===== src/design/stfs_pkg.sv =====
// ----------------------------------------------------------------------------
// stfs_pkg: shared types and constants of the sorted table floor search
// Beat formats, configuration register indexes, command codes, controller
// states and the command and status bundles between controller and datapath.
// ----------------------------------------------------------------------------
`default_nettype none

package stfs_pkg;

	localparam int SLOT_W      = 10;
	localparam int OFFSET_W    = 32;
	localparam int ADDR_W      = 64;
	localparam int COUNT_W     = 11;
	localparam int CFG_INDEX_W = 1;
	localparam int CFG_DATA_W  = 64;

	localparam logic [CFG_INDEX_W-1:0] CFG_TABLE_BASE  = 1'b0;
	localparam logic [CFG_INDEX_W-1:0] CFG_ENTRY_COUNT = 1'b1;

	localparam logic CMD_LOAD  = 1'b0;
	localparam logic CMD_QUERY = 1'b1;

	typedef struct packed {
		logic                       cmd;
		logic [SLOT_W-1:0]          slot;
		logic signed [OFFSET_W-1:0] offset;
		logic [ADDR_W-1:0]          key;
	} in_item_t;

	typedef struct packed {
		logic [SLOT_W-1:0] found_index;
		logic              found;
	} out_item_t;

	typedef enum logic [1:0] {
		ST_IDLE,
		ST_ISSUE,
		ST_COMPARE
	} ctl_state_t;

	// Commands from the controller to the datapath.
	typedef struct packed {
		logic load;    // write one entry of the offset store
		logic init;    // open a search over the whole table
		logic issue;   // read the probe entry and form its base part
		logic update;  // compare the probe against the key, narrow the range
		logic finish;  // present the result beat
	} ctl_cmd_t;

	// Status from the datapath to the controller.
	typedef struct packed {
		logic more;    // the search range is not yet empty
	} ctl_sts_t;

endpackage

`default_nettype wire


===== src/design/stfs_ctrl.sv =====
// ----------------------------------------------------------------------------
// stfs_ctrl: controller of the sorted table floor search
// Accepts beats; for a query beat it steps the datapath through read and
// compare cycles until the search range is empty.
// ----------------------------------------------------------------------------
`default_nettype none

module stfs_ctrl
	import stfs_pkg::*;
(
	input  wire logic     clk,
	input  wire logic     arst_n,
	input  wire logic     start,
	input  wire logic     item_cmd,
	input  wire ctl_sts_t sts,
	output logic          busy,
	output ctl_cmd_t      cmd
);

	ctl_state_t state_q;
	ctl_state_t state_d;

	always_ff @(posedge clk or negedge arst_n) begin
		if (!arst_n) begin
			state_q <= ST_IDLE;
		end else begin
			state_q <= state_d;
		end
	end

	always_comb begin
		state_d = state_q;
		case (state_q)
			ST_IDLE: begin
				if (start && item_cmd == CMD_QUERY) begin
					state_d = ST_ISSUE;
				end
			end
			ST_ISSUE: begin
				state_d = sts.more ? ST_COMPARE : ST_IDLE;
			end
			ST_COMPARE: begin
				state_d = ST_ISSUE;
			end
			default: begin
				state_d = ST_IDLE;
			end
		endcase
	end

	always_comb begin
		cmd  = '0;
		busy = 1'b1;
		case (state_q)
			ST_IDLE: begin
				busy     = 1'b0;
				cmd.load = start && item_cmd == CMD_LOAD;
				cmd.init = start && item_cmd == CMD_QUERY;
			end
			ST_ISSUE: begin
				cmd.issue  = sts.more;
				cmd.finish = !sts.more;
			end
			ST_COMPARE: begin
				cmd.update = 1'b1;
			end
			default: begin
				busy = 1'b1;
			end
		endcase
	end

endmodule

`default_nettype wire


===== config.mk =====
export PLATFORM = sky130hd
export DESIGN_NAME = stfs_ctrl
export DESIGN_NICKNAME = d
export VERILOG_FILES = /design/src/design/stfs_pkg.sv /design/src/design/stfs_ctrl.sv
export SDC_FILE = /design/constraint.sdc
export NUM_CORES = 1
export LEC_CHECK = 0
export ABC_AREA = 0
export BUFFER_PORTS_ARGS = -buffer_cell sky130_fd_sc_hd__buf_2
export CAP_MARGIN = 20
export CORE_AREA = 2 2 39 41
export CTS_BUF_LIST = sky130_fd_sc_hd__clkbuf_16
export CTS_CLUSTER_DIAMETER = 200
export DETAILED_ROUTE_END_ITERATION = 8
export DIE_AREA = 0 0 41 43
export PLACE_DENSITY = 0.32
export SYNTH_ARGS = -nofsm -noshare
export SYNTH_HDL_FRONTEND = slang
export SYNTH_SLANG_ARGS = --single-unit

===== constraint.sdc =====
create_clock -name clk -period 2.2 [get_ports clk]
set_input_delay 0.55 -clock clk [delete_from_list [all_inputs] [get_ports clk]]
set_output_delay 0.55 -clock clk [all_outputs]
set_load 0.01 [all_outputs]

# Word-level counts from Yosys, hierarchy flattened
# Cells that the tools add are included.
dict set report totals {
  regBits 2
  latch_bits 0
  ram_bits 0
  mem_bits_ro 0
  inputBits 5
  out_inout_bits 6
  wordCells 17
  memories 0
}
dict set report classes {
  add_sub_neg 0
  multipliers 0
  div 0
  magnitude_cmp 0
  eq_ne 3
  shifts 0
  muxes 8
  n_bitwise 1
  reduce_logical 4
}
# operator count
set ops {}
lappend ops {{2-bit two-way mux} 3}
lappend ops {{2-bit one-hot mux with 3 select lines} 1}
lappend ops {{1-bit two-way mux} 4}
lappend ops {{2-bit by 1-bit == test with 1-bit output, second input constant} 1}
lappend ops {{2-bit == test, second input constant} 1}
lappend ops {{1-bit logical AND} 2}
lappend ops {{2-bit logical NOT} 1}
lappend ops {{2-bit inequality test, second input constant} 1}
lappend ops {{1-bit logical NOT} 1}
lappend ops {{1-bit NOT} 1}

# Depth between registers and ports, before layout
# Gate-level depths: netlist (run 1).
dict set report logic_depth {
  ltp_word 3
  ltp_mapped 2
  depth_no_buf 2
}

# Least setup slack after synthesis (run 1)
# OpenSTA, ideal clock, no wires.
dict set report synth_timing {
  kind {register -> output}
  start {register state_q[1]}
  end {output cmd[4] (netlist bit)}
  t_arrival_ps 916
  required_ps 1650
  setup_slack_ps 734
  path_stages_with_launch 3
  path_buffers 0
  path_cell_list {dfrtp_1 > or2_4 > nor3b_2}
}
# item line
set synth_lines {}
lappend synth_lines {{from (decl)} stfs_ctrl.sv:20} ;# ctl_state_t state_q;
lappend synth_lines {{from (signal assigned)} stfs_ctrl.sv:27} ;# state_q <= state_d;
lappend synth_lines {{to (decl)} stfs_ctrl.sv:17} ;# output ctl_cmd_t cmd

==> metrics, run 1 <==
Data required, critical path 1.65 ns; maximum VDD drop 517.6 uV; number of flip-flops in the largest register 2; Async S/R FF share, synth 1.000; setup bufs post-CTS 0; Antenna Nets Post-Route 0; Total Routing Usage GR 0.04920; Leakage 0.1408 nW; post-cts resize count 0; Synth top cells by count and3b_2 (2), dfrtp_1 (2); Core Region 1384 um^2; CTS root buf clkbuf_16; first-pass GRT wire length 538 um; CTS tree built; CP startpoint kind flip-flop; number of CTS-inserted buffers 3; Die X 41 um; largest net degree at the start of global routing 8; deepest clock path buffer count 2; Cell Rows 14; Peak Freq 569.2 MHz; Tot Pwr 0.0003485 W; RSZ-0062 raised after global routing no; simple-gate share of the synthesized area 0.5644; worst setup path class reg2out; Final min period 1.757 ns; Reg-to-Reg Start state_q[0]$_DFFE_PN0P_; vias in the first global route 135; final hold viol count 0; Main synth FF type dfrtp_1; Iter 0 DRT Violations 0; Synth Warn # 0; count of different cell masters after synthesis 9; gpl congestion 0.5250; worst slew pin tran 0.1826 ns; clock share of power 0.775; post-synthesis cell area 126.4 um^2; syn_nets 16; Int Pwr 0.0002901 W; largest registers state_q (2); Largest Register state_q; H-tree depth 1; area leader, netlist dfrtp_1; drt pass-1 iters 1; Synth Area in Compound Gates 0.03960; DRC 0; wire per inst 9.025 um; worst hold path class in2async; Buffers on Ports 10; final wirelength 361 um; # hold bufs at CTS 0; mux cell area share after synthesis 0; ranking of synthesized cells by area dfrtp_1 (40%), and3b_2 (16%), and4bb_2 (9.9%); worst rel slew slack 0.8782; syn_area_per_cell 11.49 um^2; Max Cap Viol 0; IO Pins 11; nature of the critical path endpoint primary output; crit path from state_q[1]$_DFFE_PN0P_; clk_lat worst skew 0.22 ns; ratio of cells with drive above 1 in the final layout 0.7500; status complete, no violations; initial antenna violation count 0; Mapped Cells 11; Final Cycle Share 0.7986; Comb pwr share 0.096; Setup Total Neg Slack 0 ns; Final Setup Violations 0; Starting Density 0.09132; sw frac 0.1676; sequential power share 0.130; Pwr Density 1284 nW/um^2; post-synthesis xor/xnor area fraction 0; Synth-to-Final Area Change 114.9%; clk sinks 2; Worst Path Max Fanout 7; via count 140; diode count 0; Post-Synth Adder-Cell Area 0; Final Max Slew Viols 0; register area share after synthesis 0.3960; EDFF count, synth 0; Seq cells post-synth 2; grt ovf 0; die area 1763 um^2; Via density 3.500; largest family of logic cells by synthesized area simple AND/OR/NAND/NOR gates; Clock Pin Slew Worst Setup and Hold Paths 0.03 ns; # fillers 150; Die Y 43 um; Net Switching 0.00005840 W; CP arrival 1.21 ns; Max Clock Skew 0.003048 ns; post-synth top area share 0.3960; fin nets 31
-- logic make-up after synthesis --
family,Yosys count
AOI/OAI and AO/OA,1
DFF,2
and+or+nand+nor,8
-- worst max-delay path, cell delays in order (launching register included) --
cell	delay [ns]
dfrtp_1	0.42
or2_4	0.27
nor3b_2	0.16
buf_2	0.14
-- power groups by stage --
stage | logic (W) | registers (W) | clock network (W)
2_1_floorplan | 0.0000195 | 0.0000441 | 0
3_3_place_gp | 0.0000332 | 0.0000448 | 0
3_5_place_dp | 0.0000343 | 0.0000455 | 0
4_1_cts | 0.0000343 | 0.0000451 | 0.000275
5_1_grt | 0.0000377 | 0.0000461 | 0.000280
6_report | 0.0000334 | 0.0000451 | 0.000270
-- metal layers --
| metal | share of wire | routed length (um) | global-route usage | up-vias |
|---|---|---|---|---|
| met4 | 0 | 0 | 0.02000 | 0 |
| li1 | - | - | - | 68 |
| met2 | 0.31 | 112 | 0.05000 | 13 |
| met5 | 0 | 0 | 0 | - |
| met1 | 0.47 | 168 | 0.06431 | 59 |
| met3 | 0.22 | 80 | 0.05236 | 0 |
-- worst paths after layout --
path                            cells after the start  slack, ns                endpoint
worst max-delay path                                3       0.44                  cmd[4]
worst min-delay path                                1       0.11  state_q[1]$_DFFE_PN0P_
worst max register to register                      1       1.45  state_q[1]$_DFFE_PN0P_
worst min register to register                      1       0.54  state_q[0]$_DFFE_PN0P_
max in group asynchronous                           1       1.99  state_q[0]$_DFFE_PN0P_
min in group clk                                    1       0.54  state_q[0]$_DFFE_PN0P_
-- cell usage in the layout, fill, tap and decap left out --
cell,count
clkbuf_16,3
nor2_1,1
a21oi_1,1
nor3b_2,1
and3b_2,2
dfrtp_1,2
and4bb_2,1
buf_2,10
nor2b_1,1
or2_4,1
nor3b_1,1
-- layout make-up --
type	instances	area, um^2	share of cell area
multi-input cells	9	76.32	0.2811
repair buffers	10	50.05	0.1843
well taps	16	20.02	0.07373
flip-flops and latches	2	50.05	0.1843
clock buffers	3	75.07	0.2765
-- stage by stage --
step / cell area [um^2] / setup WS (ns) / utilization / cells / hold WS (ns)
final: 271.5 / 0.4431 / 0.1962 / 40 / 0.1108
after global routing: 271.5 / 0.3857 / 0.1962 / 40 / 0.1121
after CTS: 271.5 / 0.4255 / 0.1962 / 40 / 0.1102
after detailed placement: 196.4 / 0.6358 / 0.1420 / 37 / 0.3402
after global placement: 196.4 / 0.6457 / 0.1420 / 37 / 0.3369
after floorplan: 126.4 / 0.7345 / - / 11 / 0.2544
No activity file was read; power rests on OpenSTA's default activity.
==> run 2: changes to the inputs <==
==> constraint.sdc (replaced) <==
create_clock -name clk -period 1.7 [get_ports clk]
set_input_delay 0.425 -clock clk [delete_from_list [all_inputs] [get_ports clk]]
set_output_delay 0.425 -clock clk [all_outputs]
set_load 0.01 [all_outputs]
==> run 2 against run 1 <==
Register-to-register slack got worse by 0.51 ns. Combinational power up 36%. Sequential share of layout area decreased by 0.66 points. Via count unchanged. Global-route usage grew 0.20 points. Total power is 30% higher. Routed wire length fell by 0.83%. First-iteration DRC count is 3 higher. Sequential power grew 29%. Final area rose by 3.7%. Critical path type unchanged. Critical endpoint unchanged. Highest routed layer unchanged.
==> metrics, run 2 (same netlist as run 1, synthesis figures left out) <==
status complete, no violations (unchanged); Max Cap Viol 0 (unchanged); number of flip-flops in the largest register 2 (unchanged); H-tree depth 1 (unchanged); DRC 0 (unchanged); Worst path top cell family by delay simple AND/OR/NAND/NOR gates (unchanged); diode count 0 (unchanged); grt ovf 0 (unchanged); maximum VDD drop 423.7 uV (was 517.6 uV); worst slew pin tran 0.1807 ns (was 0.1826 ns); final hold viol count 0 (unchanged); Die X 41 um (unchanged); Setup Total Neg Slack 0 ns (unchanged); Die Y 43 um (unchanged); setup slack, reg-to-reg 0.94 ns (was 1.45 ns); Reg area 50.05 um^2 (unchanged); IO Pins 11 (unchanged); Crit Reg-Reg Endpoint state_q[1]$_DFFE_PN0P_ (unchanged); Data required, critical path 1.27 ns (was 1.65 ns); deepest clock path buffer count 2 (unchanged); via count 140 (unchanged); Total Routing Usage GR 0.05120 (was 0.04920); Iter 0 DRT Violations 3 (was 0); Synth-to-Final Area Change 122.8% (was 114.9%); Multi-input gate area 76.32 um^2 (unchanged); Peak Freq 617.2 MHz; R2R cell count 1 (unchanged); clk sinks 2 (unchanged); placed cells 37 (unchanged); initial antenna violation count 0 (unchanged); RSZ-0062 raised after global routing no (unchanged); Tot Pwr 0.0004524 W (was 0.0003485 W); worst rel slew slack 0.8796 (was 0.8782); worst path buffer plus inverter count 1 (unchanged); CTS root buf clkbuf_16 (unchanged); Max Clock Skew 0.0005080 ns (was 0.003048 ns); CTS tree built (unchanged); leading cell type in the layout, fill and taps excluded buf_2 (unchanged); Core Region 1384 um^2 (unchanged); # hold bufs at CTS 1 (was 0); Buffers on Ports 10 (unchanged); setup bufs post-CTS 0 (unchanged); Leakage 0.1450 nW (was 0.1408 nW); cells along the critical path or2_4 -> nor3b_2 -> buf_2 (unchanged); CP arrival 1.20 ns (was 1.21 ns); crit-path max cell delay 0.41 ns (was 0.42 ns); Pwr Density 1607 nW/um^2 (was 1284 nW/um^2); largest net degree at the start of global routing 8 (unchanged); critical path depth 3 (unchanged); Antenna Nets Post-Route 0 (unchanged); gpl congestion 0.5199 (was 0.5250); slowest CP cell dfrtp_1 (unchanged); Final Cycle Share 0.9531; clk_lat worst skew 0.22 ns (about the same); ratio of cells with drive above 1 in the final layout 0.7200 (was 0.7500); fin nets 32 (was 31); Cell Rows 14 (unchanged); Reg-to-Reg Start state_q[0]$_DFFE_PN0P_ (unchanged); commonest cells after routing, fill and taps aside buf_2 (10), clkbuf_16 (3), and3b_2 (2), dfrtp_1 (2) (unchanged); CP startpoint kind flip-flop (unchanged); crit path from state_q[1]$_DFFE_PN0P_ (unchanged); vias in the first global route 142 (was 135); Starting Density 0.09132 (unchanged); # fillers 151 (was 150); Final Setup Violations 0 (unchanged); Final min period 1.620 ns; die area 1763 um^2 (unchanged); HPWL Detailed 274.7 um; worst setup path class reg2out (unchanged); nature of the critical path endpoint primary output (unchanged); WHS Path Cells 3; drt pass-1 iters 2 (was 1); Final Max Slew Viols 0 (unchanged); HP Start start; Via density 3.415 (was 3.500); Largest Register state_q (unchanged); post-cts resize count 0 (unchanged); Final Non-Filler Cells 41 (was 40); final wirelength 358 um (was 361 um); wire per inst 8.732 um (was 9.025 um); Clock Pin Slew Worst Setup and Hold Paths 0.03 ns (about the same); number of CTS-inserted buffers 3 (unchanged); Worst Path Max Fanout 7 (unchanged); largest registers state_q (2) (unchanged); first-pass GRT wire length 538 um (unchanged); Worst Hold End state_q[0]$_DFFE_PN0P_; worst hold path class in2reg (was in2async)
[run 2: cell types whose count changed in the layout (fill, tap and decap cells not counted), sizes merged]
cell / change
dlygate4sd3: +1
[run 2: metal layers]
metal	up-vias	wire [um]	GRT usage	part of all wire
met5	-	0	0	0
met4	0	0	0.06000	0
met3	0	52	0.03141	0.15
met2	11	128	0.05938	0.36
met1	60	177	0.05466	0.49
li1	69	-	-	-
[run 2: report_power, final]
group	leakage (nW)	switching [W]	internal (W)	total (W)
Sequential	0.0264	0.00000611	0.0000521	0.0000582
Clock	0.0370	0.0000500	0.000299	0.000349
Combinational	0.0817	0.0000194	0.0000258	0.0000453
Total	0.145	0.0000756	0.000377	0.000452
[run 2: worst max-delay path by stage]
stage                         to  slack [ns]
after floorplan           cmd[4]        0.36
after global placement    cmd[4]        0.32
after detailed placement  cmd[4]        0.30
after CTS                 cmd[4]        0.07
after global routing      cmd[4]        0.01
final                     cmd[4]        0.08
[run 2: metrics by stage]
stage / cell area, um^2 / worst slack, ns / hold slack (ns) / util
2_1_floorplan: 126.4 / 0.3595 / 0.1294 / -
3_3_place_gp: 196.4 / 0.3176 / 0.2115 / 0.1420
3_5_place_dp: 196.4 / 0.2966 / 0.2129 / 0.1420
4_1_cts: 281.5 / 0.06611 / 0.5121 / 0.2034
5_1_grt: 281.5 / 0.01294 / 0.5281 / 0.2034
6_report: 281.5 / 0.07972 / 0.5027 / 0.2034
[run 2: area by class of cell]
type | instances | area share
Multi-Input combinational cell | 9 | 0.2711
Clock buffer | 3 | 0.2667
Timing Repair Buffer | 11 | 0.2133
Sequential cell | 2 | 0.1778
Tap cell | 16 | 0.07111
[run 2: worst min-delay path, stage by stage]
cell and delay [ns]:
buf_2 0.09, a21oi_1 0.06, nor2_1 0.09
